`src/hmrd_pkg.sv`:
```
// ============================================================================
// hmrd_pkg
// Shared types and constants for the hid mouse report decoder
// ============================================================================
package hmrd_pkg;

    // queue depth between the report classifier and the chunk engine
    localparam int HMRD_QUEUE_DEPTH = 2;

    localparam int MOVE_W  = 12;
    localparam int BYTE_W  = 8;
    localparam int LEN_W   = 7;

    localparam logic [7:0] PROTO_REPORT = 8'd0;
    localparam logic [7:0] PROTO_MOUSE  = 8'd2;

    localparam logic [7:0] REPORT_ID_MOTION = 8'd1;
    localparam logic [7:0] REPORT_ID_WHEEL  = 8'd2;

    localparam logic [LEN_W-1:0] LEN_WIDE_XY   = 7'd5;
    localparam logic [LEN_W-1:0] LEN_ID_MOTION = 7'd4;
    localparam logic [LEN_W-1:0] LEN_BOOT      = 7'd3;
    localparam logic [LEN_W-1:0] LEN_ID_WHEEL  = 7'd2;

    localparam logic signed [MOVE_W-1:0] CHUNK_POS = 12'sd127;
    localparam logic signed [MOVE_W-1:0] CHUNK_NEG = -12'sd127;

    typedef logic signed [MOVE_W-1:0] move_t;

    // one decoded report, waiting to be split into mouse items
    typedef struct packed {
        logic                     is_wheel;
        logic [BYTE_W-1:0]        buttons;
        move_t                    dx;
        move_t                    dy;
        logic signed [BYTE_W-1:0] wheel;
    } cmd_t;

endpackage

```
`src/hmrd_if.sv`:
```
// ============================================================================
// hmrd report and mouse channels
// Valid/ready channels carrying raw hid reports in and mouse items out
// ============================================================================
interface hmrd_report_if;
    logic       valid;
    logic       ready;
    logic       is_hid_class;
    logic [7:0] interface_protocol;
    logic [6:0] report_length;
    logic [7:0] byte0;
    logic [7:0] byte1;
    logic [7:0] byte2;
    logic [7:0] byte3;
    logic [7:0] byte4;

    modport source (
        output valid, is_hid_class, interface_protocol, report_length,
               byte0, byte1, byte2, byte3, byte4,
        input  ready
    );
    modport sink (
        input  valid, is_hid_class, interface_protocol, report_length,
               byte0, byte1, byte2, byte3, byte4,
        output ready
    );
endinterface

interface hmrd_mouse_if;
    logic              valid;
    logic              ready;
    logic [7:0]        buttons;
    logic [7:0]        prev_buttons;
    logic signed [7:0] move_x;
    logic signed [7:0] move_y;
    logic signed [7:0] wheel;
    logic              last;

    modport source (
        output valid, buttons, prev_buttons, move_x, move_y, wheel, last,
        input  ready
    );
    modport sink (
        input  valid, buttons, prev_buttons, move_x, move_y, wheel, last,
        output ready
    );
endinterface

```
`src/hid_mouse_report_decoder_top.sv`:
```
// ============================================================================
// hid_mouse_report_decoder_top
// Decodes hid mouse reports into a stream of clamped mouse motion items
// ============================================================================
//
//   channel  role    carries
//   -------  ------  ----------------------------------------------------
//   report   sink    raw report: class flag, protocol, length, bytes 0-4
//   mouse    source  buttons, prev_buttons, move_x/y, wheel, last
//
// a report is taken and queued; the chunk engine then issues one mouse item
// per cycle while the mouse side is ready, 1 to 17 items per report (ceil of
// |move|/127 over the larger axis), with a pass through its idle state to load each queued command.
// rejected or too-short reports give no item and cost only their accept.
// reset clears the queue, the engine and the remembered buttons.
// either side may stall: the queue and the output register decouple them.
//
module hid_mouse_report_decoder_top #(
    parameter int QUEUE_DEPTH = hmrd_pkg::HMRD_QUEUE_DEPTH
) (
    input  logic         clk,
    input  logic         rst_n,
    hmrd_report_if.sink  report,
    hmrd_mouse_if.source mouse
);

    logic           q_full;
    logic           q_push;
    hmrd_pkg::cmd_t q_push_cmd;
    logic           q_pop;
    hmrd_pkg::cmd_t q_pop_cmd;
    logic           q_empty;

    hmrd_front u_front (
        .report (report),
        .q_full (q_full),
        .q_push (q_push),
        .q_cmd  (q_push_cmd)
    );

    hmrd_queue #(
        .DEPTH (QUEUE_DEPTH)
    ) u_queue (
        .clk      (clk),
        .rst_n    (rst_n),
        .push     (q_push),
        .push_cmd (q_push_cmd),
        .full     (q_full),
        .pop      (q_pop),
        .pop_cmd  (q_pop_cmd),
        .empty    (q_empty)
    );

    hmrd_back u_back (
        .clk     (clk),
        .rst_n   (rst_n),
        .q_empty (q_empty),
        .q_cmd   (q_pop_cmd),
        .q_pop   (q_pop),
        .mouse   (mouse)
    );

endmodule

```
`src/hmrd_front.sv`:
```
// ============================================================================
// hmrd_front
// Accepts raw reports, picks the parsing and pushes a decoded command
// ============================================================================
module hmrd_front (
    hmrd_report_if.sink    report,
    input  logic           q_full,
    output logic           q_push,
    output hmrd_pkg::cmd_t q_cmd
);

    logic accept;
    logic proto_ok;
    logic wide_xy;
    logic id_motion;
    logic id_wheel;
    logic boot;

    assign report.ready = !q_full;
    assign accept       = report.valid && !q_full;

    assign proto_ok  = report.is_hid_class
                     && (report.interface_protocol == hmrd_pkg::PROTO_REPORT
                      || report.interface_protocol == hmrd_pkg::PROTO_MOUSE);
    assign wide_xy   = report.report_length == hmrd_pkg::LEN_WIDE_XY;
    assign id_motion = report.report_length >= hmrd_pkg::LEN_ID_MOTION
                     && report.byte0 == hmrd_pkg::REPORT_ID_MOTION;
    assign id_wheel  = report.report_length >= hmrd_pkg::LEN_ID_WHEEL
                     && report.byte0 == hmrd_pkg::REPORT_ID_WHEEL;
    assign boot      = report.report_length >= hmrd_pkg::LEN_BOOT;

    always_comb
    begin
        q_cmd.is_wheel = 1'b0;
        q_cmd.buttons  = report.byte0;
        q_cmd.dx       = {{4{report.byte1[7]}}, report.byte1};
        q_cmd.dy       = {{4{report.byte2[7]}}, report.byte2};
        q_cmd.wheel    = report.byte1;
        q_push         = 1'b0;
        if (wide_xy)
        begin
            // 12-bit x and y packed across bytes 1 to 3
            q_cmd.dx = {report.byte2[3:0], report.byte1};
            q_cmd.dy = {report.byte3, report.byte2[7:4]};
            q_push   = accept && proto_ok;
        end
        else if (id_motion)
        begin
            q_cmd.buttons = report.byte1;
            q_cmd.dx      = {{4{report.byte2[7]}}, report.byte2};
            q_cmd.dy      = {{4{report.byte3[7]}}, report.byte3};
            q_push        = accept && proto_ok;
        end
        else if (id_wheel)
        begin
            q_cmd.is_wheel = 1'b1;
            q_cmd.dx       = '0;
            q_cmd.dy       = '0;
            q_push         = accept && proto_ok;
        end
        else if (boot)
        begin
            q_push = accept && proto_ok;
        end
    end

endmodule

```
`src/hmrd_queue.sv`:
```
// ============================================================================
// hmrd_queue
// Small command queue between the classifier and the chunk engine
// ============================================================================
module hmrd_queue #(
    parameter int DEPTH = hmrd_pkg::HMRD_QUEUE_DEPTH
) (
    input  logic           clk,
    input  logic           rst_n,
    input  logic           push,
    input  hmrd_pkg::cmd_t push_cmd,
    output logic           full,
    input  logic           pop,
    output hmrd_pkg::cmd_t pop_cmd,
    output logic           empty
);

    localparam int IDX_W = $clog2(DEPTH);
    localparam int CNT_W = $clog2(DEPTH + 1);

    hmrd_pkg::cmd_t   entry_reg [DEPTH];
    logic [IDX_W-1:0] wr_ptr_reg;
    logic [IDX_W-1:0] wr_ptr_next;
    logic [IDX_W-1:0] rd_ptr_reg;
    logic [IDX_W-1:0] rd_ptr_next;
    logic [CNT_W-1:0] count_reg;
    logic [CNT_W-1:0] count_next;
    logic             do_push;
    logic             do_pop;

    assign full    = count_reg == CNT_W'(DEPTH);
    assign empty   = count_reg == '0;
    assign do_push = push && !full;
    assign do_pop  = pop && !empty;
    assign pop_cmd = entry_reg[rd_ptr_reg];

    always_comb
    begin
        wr_ptr_next = wr_ptr_reg;
        rd_ptr_next = rd_ptr_reg;
        count_next  = count_reg;
        if (do_push)
        begin
            wr_ptr_next = (wr_ptr_reg == IDX_W'(DEPTH - 1)) ? '0 : wr_ptr_reg + 1'b1;
        end
        if (do_pop)
        begin
            rd_ptr_next = (rd_ptr_reg == IDX_W'(DEPTH - 1)) ? '0 : rd_ptr_reg + 1'b1;
        end
        if (do_push && !do_pop)
        begin
            count_next = count_reg + 1'b1;
        end
        else if (do_pop && !do_push)
        begin
            count_next = count_reg - 1'b1;
        end
    end

    always_ff @(posedge clk or negedge rst_n)
    begin
        if (!rst_n)
        begin
            wr_ptr_reg <= '0;
            rd_ptr_reg <= '0;
            count_reg  <= '0;
        end
        else
        begin
            wr_ptr_reg <= wr_ptr_next;
            rd_ptr_reg <= rd_ptr_next;
            count_reg  <= count_next;
        end
    end

    always_ff @(posedge clk)
    begin
        if (do_push)
        begin
            entry_reg[wr_ptr_reg] <= push_cmd;
        end
    end

endmodule

```
`src/hmrd_back.sv`:
```
// ============================================================================
// hmrd_back
// Splits a decoded command into clamped motion chunks and drives the output
// ============================================================================
module hmrd_back (
    input  logic           clk,
    input  logic           rst_n,
    input  logic           q_empty,
    input  hmrd_pkg::cmd_t q_cmd,
    output logic           q_pop,
    hmrd_mouse_if.source   mouse
);

    typedef enum logic {
        ST_IDLE,
        ST_RUN
    } state_t;

    state_t              state_reg;
    state_t              state_next;
    logic                is_wheel_reg;
    logic [7:0]          btn_reg;
    hmrd_pkg::move_t     rest_x_reg;
    hmrd_pkg::move_t     rest_y_reg;
    logic signed [7:0]   whl_reg;
    logic [7:0]          last_btn_reg;
    logic                is_wheel_next;
    logic [7:0]          btn_next;
    hmrd_pkg::move_t     rest_x_next;
    hmrd_pkg::move_t     rest_y_next;
    logic signed [7:0]   whl_next;
    logic [7:0]          last_btn_next;

    logic                out_valid_reg;
    logic [7:0]          out_btn_reg;
    logic [7:0]          out_prev_reg;
    logic signed [7:0]   out_x_reg;
    logic signed [7:0]   out_y_reg;
    logic signed [7:0]   out_whl_reg;
    logic                out_last_reg;
    logic                out_valid_next;
    logic [7:0]          out_btn_next;
    logic [7:0]          out_prev_next;
    logic signed [7:0]   out_x_next;
    logic signed [7:0]   out_y_next;
    logic signed [7:0]   out_whl_next;
    logic                out_last_next;

    logic                emit;
    logic signed [7:0]   chunk_x;
    logic signed [7:0]   chunk_y;
    hmrd_pkg::move_t     left_x;
    hmrd_pkg::move_t     left_y;

    assign emit  = (state_reg == ST_RUN) && (!out_valid_reg || mouse.ready);
    assign q_pop = (state_reg == ST_IDLE) && !q_empty;

    // clamp each axis to one chunk, what is left carries to the next item
    always_comb
    begin
        if (rest_x_reg > hmrd_pkg::CHUNK_POS)
        begin
            chunk_x = 8'sd127;
        end
        else if (rest_x_reg < hmrd_pkg::CHUNK_NEG)
        begin
            chunk_x = -8'sd127;
        end
        else
        begin
            chunk_x = rest_x_reg[7:0];
        end
        if (rest_y_reg > hmrd_pkg::CHUNK_POS)
        begin
            chunk_y = 8'sd127;
        end
        else if (rest_y_reg < hmrd_pkg::CHUNK_NEG)
        begin
            chunk_y = -8'sd127;
        end
        else
        begin
            chunk_y = rest_y_reg[7:0];
        end
        left_x = rest_x_reg - {{4{chunk_x[7]}}, chunk_x};
        left_y = rest_y_reg - {{4{chunk_y[7]}}, chunk_y};
    end

    always_comb
    begin
        state_next     = state_reg;
        is_wheel_next  = is_wheel_reg;
        btn_next       = btn_reg;
        rest_x_next    = rest_x_reg;
        rest_y_next    = rest_y_reg;
        whl_next       = whl_reg;
        last_btn_next  = last_btn_reg;
        out_valid_next = out_valid_reg && !mouse.ready;
        out_btn_next   = out_btn_reg;
        out_prev_next  = out_prev_reg;
        out_x_next     = out_x_reg;
        out_y_next     = out_y_reg;
        out_whl_next   = out_whl_reg;
        out_last_next  = out_last_reg;
        case (state_reg)
            ST_IDLE:
            begin
                if (q_pop)
                begin
                    is_wheel_next = q_cmd.is_wheel;
                    btn_next      = q_cmd.buttons;
                    rest_x_next   = q_cmd.dx;
                    rest_y_next   = q_cmd.dy;
                    whl_next      = q_cmd.wheel;
                    state_next    = ST_RUN;
                end
            end
            ST_RUN:
            begin
                if (emit)
                begin
                    out_valid_next = 1'b1;
                    out_prev_next  = last_btn_reg;
                    if (is_wheel_reg)
                    begin
                        // wheel report leaves the button history alone
                        out_btn_next  = last_btn_reg;
                        out_x_next    = '0;
                        out_y_next    = '0;
                        out_whl_next  = whl_reg;
                        out_last_next = 1'b1;
                        state_next    = ST_IDLE;
                    end
                    else
                    begin
                        out_btn_next  = btn_reg;
                        out_x_next    = chunk_x;
                        out_y_next    = chunk_y;
                        out_whl_next  = '0;
                        out_last_next = (left_x == '0) && (left_y == '0);
                        last_btn_next = btn_reg;
                        rest_x_next   = left_x;
                        rest_y_next   = left_y;
                        if ((left_x == '0) && (left_y == '0))
                        begin
                            state_next = ST_IDLE;
                        end
                    end
                end
            end
            default:
            begin
                state_next = ST_IDLE;
            end
        endcase
    end

    always_ff @(posedge clk or negedge rst_n)
    begin
        if (!rst_n)
        begin
            state_reg     <= ST_IDLE;
            is_wheel_reg  <= 1'b0;
            btn_reg       <= '0;
            rest_x_reg    <= '0;
            rest_y_reg    <= '0;
            whl_reg       <= '0;
            last_btn_reg  <= '0;
            out_valid_reg <= 1'b0;
            out_btn_reg   <= '0;
            out_prev_reg  <= '0;
            out_x_reg     <= '0;
            out_y_reg     <= '0;
            out_whl_reg   <= '0;
            out_last_reg  <= 1'b0;
        end
        else
        begin
            state_reg     <= state_next;
            is_wheel_reg  <= is_wheel_next;
            btn_reg       <= btn_next;
            rest_x_reg    <= rest_x_next;
            rest_y_reg    <= rest_y_next;
            whl_reg       <= whl_next;
            last_btn_reg  <= last_btn_next;
            out_valid_reg <= out_valid_next;
            out_btn_reg   <= out_btn_next;
            out_prev_reg  <= out_prev_next;
            out_x_reg     <= out_x_next;
            out_y_reg     <= out_y_next;
            out_whl_reg   <= out_whl_next;
            out_last_reg  <= out_last_next;
        end
    end

    assign mouse.valid        = out_valid_reg;
    assign mouse.buttons      = out_btn_reg;
    assign mouse.prev_buttons = out_prev_reg;
    assign mouse.move_x       = out_x_reg;
    assign mouse.move_y       = out_y_reg;
    assign mouse.wheel        = out_whl_reg;
    assign mouse.last         = out_last_reg;

endmodule
```
`src/flat_wrapper.sv`:
```
// flat-port wrapper written by rule: the top's interface ports become plain ports
module hid_mouse_report_decoder_top_flat 
#(
    parameter int QUEUE_DEPTH = hmrd_pkg::HMRD_QUEUE_DEPTH
)
  (clk, rst_n, report_valid, report_is_hid_class, report_interface_protocol, report_report_length, report_byte0, report_byte1, report_byte2, report_byte3, report_byte4, report_ready, mouse_valid, mouse_buttons, mouse_prev_buttons, mouse_move_x, mouse_move_y, mouse_wheel, mouse_last, mouse_ready);
  hmrd_report_if report_i ();
  hmrd_mouse_if mouse_i ();
  input  logic clk;
  input  logic rst_n;
  input wire logic [$bits(report_i.valid)-1:0] report_valid;
  input wire logic [$bits(report_i.is_hid_class)-1:0] report_is_hid_class;
  input wire logic [$bits(report_i.interface_protocol)-1:0] report_interface_protocol;
  input wire logic [$bits(report_i.report_length)-1:0] report_report_length;
  input wire logic [$bits(report_i.byte0)-1:0] report_byte0;
  input wire logic [$bits(report_i.byte1)-1:0] report_byte1;
  input wire logic [$bits(report_i.byte2)-1:0] report_byte2;
  input wire logic [$bits(report_i.byte3)-1:0] report_byte3;
  input wire logic [$bits(report_i.byte4)-1:0] report_byte4;
  output wire logic [$bits(report_i.ready)-1:0] report_ready;
  output wire logic [$bits(mouse_i.valid)-1:0] mouse_valid;
  output wire logic [$bits(mouse_i.buttons)-1:0] mouse_buttons;
  output wire logic [$bits(mouse_i.prev_buttons)-1:0] mouse_prev_buttons;
  output wire logic [$bits(mouse_i.move_x)-1:0] mouse_move_x;
  output wire logic [$bits(mouse_i.move_y)-1:0] mouse_move_y;
  output wire logic [$bits(mouse_i.wheel)-1:0] mouse_wheel;
  output wire logic [$bits(mouse_i.last)-1:0] mouse_last;
  input wire logic [$bits(mouse_i.ready)-1:0] mouse_ready;
  assign report_i.valid = report_valid;
  assign report_i.is_hid_class = report_is_hid_class;
  assign report_i.interface_protocol = report_interface_protocol;
  assign report_i.report_length = report_report_length;
  assign report_i.byte0 = report_byte0;
  assign report_i.byte1 = report_byte1;
  assign report_i.byte2 = report_byte2;
  assign report_i.byte3 = report_byte3;
  assign report_i.byte4 = report_byte4;
  assign report_ready = report_i.ready;
  assign mouse_valid = mouse_i.valid;
  assign mouse_buttons = mouse_i.buttons;
  assign mouse_prev_buttons = mouse_i.prev_buttons;
  assign mouse_move_x = mouse_i.move_x;
  assign mouse_move_y = mouse_i.move_y;
  assign mouse_wheel = mouse_i.wheel;
  assign mouse_last = mouse_i.last;
  assign mouse_i.ready = mouse_ready;
  hid_mouse_report_decoder_top #(.QUEUE_DEPTH(QUEUE_DEPTH)) u_core (.clk(clk), .rst_n(rst_n), .report(report_i), .mouse(mouse_i));
endmodule
```
`config.mk`:
```
export PLATFORM = sky130hd
export DESIGN_NAME = hid_mouse_report_decoder_top_flat
export DESIGN_NICKNAME = d
export VERILOG_FILES = /design/src/hmrd_pkg.sv /design/src/hmrd_if.sv /design/src/hid_mouse_report_decoder_top.sv /design/src/hmrd_front.sv /design/src/hmrd_queue.sv /design/src/hmrd_back.sv /design/src/flat_wrapper.sv
export SDC_FILE = /design/constraint.sdc
export NUM_CORES = 1
export LEC_CHECK = 0
export ABC_CLOCK_PERIOD_IN_PS = 4050
export BUFFER_PORTS_ARGS = -buffer_cell sky130_fd_sc_hd__buf_4
export CORE_ASPECT_RATIO = 1.4
export CORE_UTILIZATION = 55
export CTS_CLUSTER_SIZE = 20
export DETAILED_ROUTE_END_ITERATION = 10
export PLACE_DENSITY = 0.76
export SLEW_MARGIN = 20
export SYNTH_ARGS = -nofsm -noshare
export SYNTH_HDL_FRONTEND = slang
export SYNTH_HIERARCHICAL = 1
export SYNTH_SLANG_ARGS = --single-unit
```
`constraint.sdc`:
```
create_clock -name clk -period 4.05 [get_ports clk]
set_input_delay 0.6075 -clock clk [delete_from_list [all_inputs] [get_ports clk]]
set_output_delay 0.6075 -clock clk [all_outputs]
set_load 0.1 [all_outputs]
```
==> results.md <==
- Status: complete, no violations
- NumNets Final: roughly 900
- Syn_area_per_cell: 11.9 sq um
- Worst slack on hold paths: 0.282 ns
- TritonRoute pass-1 iters: 5
- Syn_nets: a little over 800
- Clk_skew: 0.0142 ns
- Initial antenna violation count: 0
- Setup crit start: u_core/u_back/rest_x_reg[5]
- CTS Sinks: 170
- Max reg flops: 82
- Clock Pin Slew Worst Setup and Hold Paths: 0.07 ns
- Crit path time final: 3.96 ns
- Vias: about 6.0k
- Max-cap viol count: 0
- Yosys reg bits: 170
- Max stage delay on crit path: 0.56 ns
- Worst Path Arrival: 4.27 ns
- Endpoints failing setup: 0
- HPWL Detailed: 13,500 um
- DRC Markers: 0
- Worst slew pin tran: 0.934 ns
- Count of cell types in the netlist: 68
- RSZ-0062 raised after global routing: yes
- Most frequent cells in the layout: buf_4 (111), nand2_1 (96), dfrtp_1 (87), edfxtp_1 (82), o21ai_0 (51)
- Crit share post-route: 97.8%
- Clk Latency, worst-skew pair: 0.43 ns
- Clock tree buffer depth: 2
- Crit-path cells: or4_1 -> nor4_2 -> o21ai_2 -> o21ai_2 -> inv_2 -> fa_1 -> nand4_1 -> nor4_2 -> o21ai_1 -> or4_4 -> nor4_4 -> o2111ai_2 -> and3_1
- Fmax: ~250 MHz
- Final Hold Fails: 0
- Synth Instances: 720
- Number of synthesized flops with an enable pin: 82
- Die span in x: 107 um
- Largest net degree at the start of global routing: 68
- Routed WL: 18,700 um
- Synth async-reset ratio: 51.8%
- Vias in the first global route: 5,813
- Worst reg2reg path depth: 13
- Worst-path fanout max: 7
- Initial core utilization: 56.6%
- Die H: 150 um
- 1st-iter DRT viols: 405
- Num ports: ~100
- H-tree Lvls: 4
- Top FF cell, synth: dfrtp_1
- Post-Syn Area: 0.00856 sq mm
- Critical path capture point type: register
- Slowest-stage cell, CP: fa_1
- Port-buffer cells: 93
- Reg2reg setup slack: 0.09 ns
- Yosys synthesis warning count: 6
- Routed WL per cell: about 18 um
- Post-DRT Antenna Nets: 0
- Crit path required time: between 4 and 5 ns
- Crit Reg-Reg Startpoint: u_core/u_back/rest_x_reg[5]
- DR vias/cell: 5.87
- Register area share after synthesis: 54.5%
- Worst slew margin: 37.6%
- Row count: 53
- Antenna cells: 0
- Launching element type of the critical path: register
- Final max-slew violation count: 0
- Die ar.: ~0.016 sq mm
- Share of layout cells above drive strength 1: 28.8%
- Total clock buffers created by CTS: 17
- RR Endpoint: u_core/u_back/state_reg
- Core Footprint: 0.0151 sq mm
- Hold_buf cts: 0
- Total GRT Usage: between 20% and 30%
- Commonest non-fill, non-tap cell in the layout: buf_4
- GRT overflow: 0
- GP Congestion: 0.900
- Worst hold path type: input port to asynchronous set/reset pin
- Root buffer cell: clkbuf_16
- Area grow syn2layout: 17.3%
- First-pass GRT wire length: 29,500 um
- Crit Path Category: register to register
- CTS tree: done
-- synthesized netlist by cell type (all sizes together), types with 5 or more instances --
cell	count	area, sq um
o21ai	79	395
dfrtp	88	2200
or2	6	37.5
o221ai	5	43.8
a21o	12	91.3
buf	18	186
a21oi	16	80.1
nand2b	6	37.5
ha	23	288
nand2	97	367
a32oi	11	96.3
nor3	5	25.0
clkbuf	18	67.6
o211ai	6	45.0
mux2	66	890
a22o	12	105
edfxtp	82	2460
o21a	8	60.1
nor4	10	68.8
nand3	7	35.0
inv	29	109
nand4	6	37.5
xnor2	12	105
mux2i	8	80.1
nor2	31	116
a211o	5	45.0
xor2	7	61.3
-- per-stage QoR --
stage | area (sq um) | utilization, % | TNS (ns) | instances | setup WS, ns
3_3_place_gp | 9350 | 61.8 | 0 | 980 | 0.169
5_1_grt | 10000 | 66.4 | -0.0395 | 1018 | -0.0395
3_5_place_dp | 9350 | 61.8 | 0 | 980 | 0.0701
4_1_cts | 9930 | 65.7 | 0 | 1012 | 0.0497
6_report | 10000 | 66.4 | 0 | 1018 | 0.0876
2_1_floorplan | 8560 | - | 0 | 720 | 0.230
-- routing by layer --
metal / vias to the layer above / global-route usage (%) / wire length [um]
met5: - / 0 / 0
met3: 42 / 4.22 / 910
met1: 2896 / 31.6 / 7860
met4: 0 / 12.1 / 654
li1: 2828 / - / -
met2: 212 / 39.1 / 9300
-- timing repair --
item / CTS / global route
endpoints found under the setup margin: 0 / 2
setup buffers: 0 / 6
gates resized for setup: 0 / 15
-- worst max path at each step --
stage	slack [ns]	to
2_1_floorplan	0.23	u_core/u_queue/entry_reg[0][0]
3_3_place_gp	0.17	u_core/u_back/state_reg
3_5_place_dp	0.07	u_core/u_back/state_reg
4_1_cts	0.05	u_core/u_back/state_reg
5_1_grt	-0.04	u_core/u_back/state_reg
6_report	0.09	u_core/u_back/state_reg
-- critical path: cells and delay by family (launching register included) --
kind                     cells  cell delay (ns)
AO/OA/AOI/OAI                4             0.56
adder cells (fa/ha/maj)      1             0.56
buffers and inverters        1             0.06
flip-flops                   1             0.41
AND/OR/NAND/NOR              7             2.28
-- kinds of logic after synthesis --
kind of cell / Yosys count / synth area share [%]
buffers and inverters: 67 / 4.44
AND/OR/NAND/NOR: 188 / 10.2
AO/OA/AOI/OAI: 177 / 13.7
adder cells (fa/ha/maj): 25 / 3.83
flip-flops: 170 / 54.5
XOR/XNOR: 19 / 1.94
multiplexers: 74 / 11.3
-- cell type report --
cell class | count | area, sq um
flip-flops and latches | 170 | 4670
multi-input cells | 483 | 3590
clock buffers | 18 | 429
well taps | 192 | 240
repair buffers | 112 | 853
inverters | 29 | 109
fillers | 1127 | 5080
clock inverters | 14 | 154
Power is not shown: default switching activity piles up to over one toggle a cycle in this logic, so the estimate is an artifact.
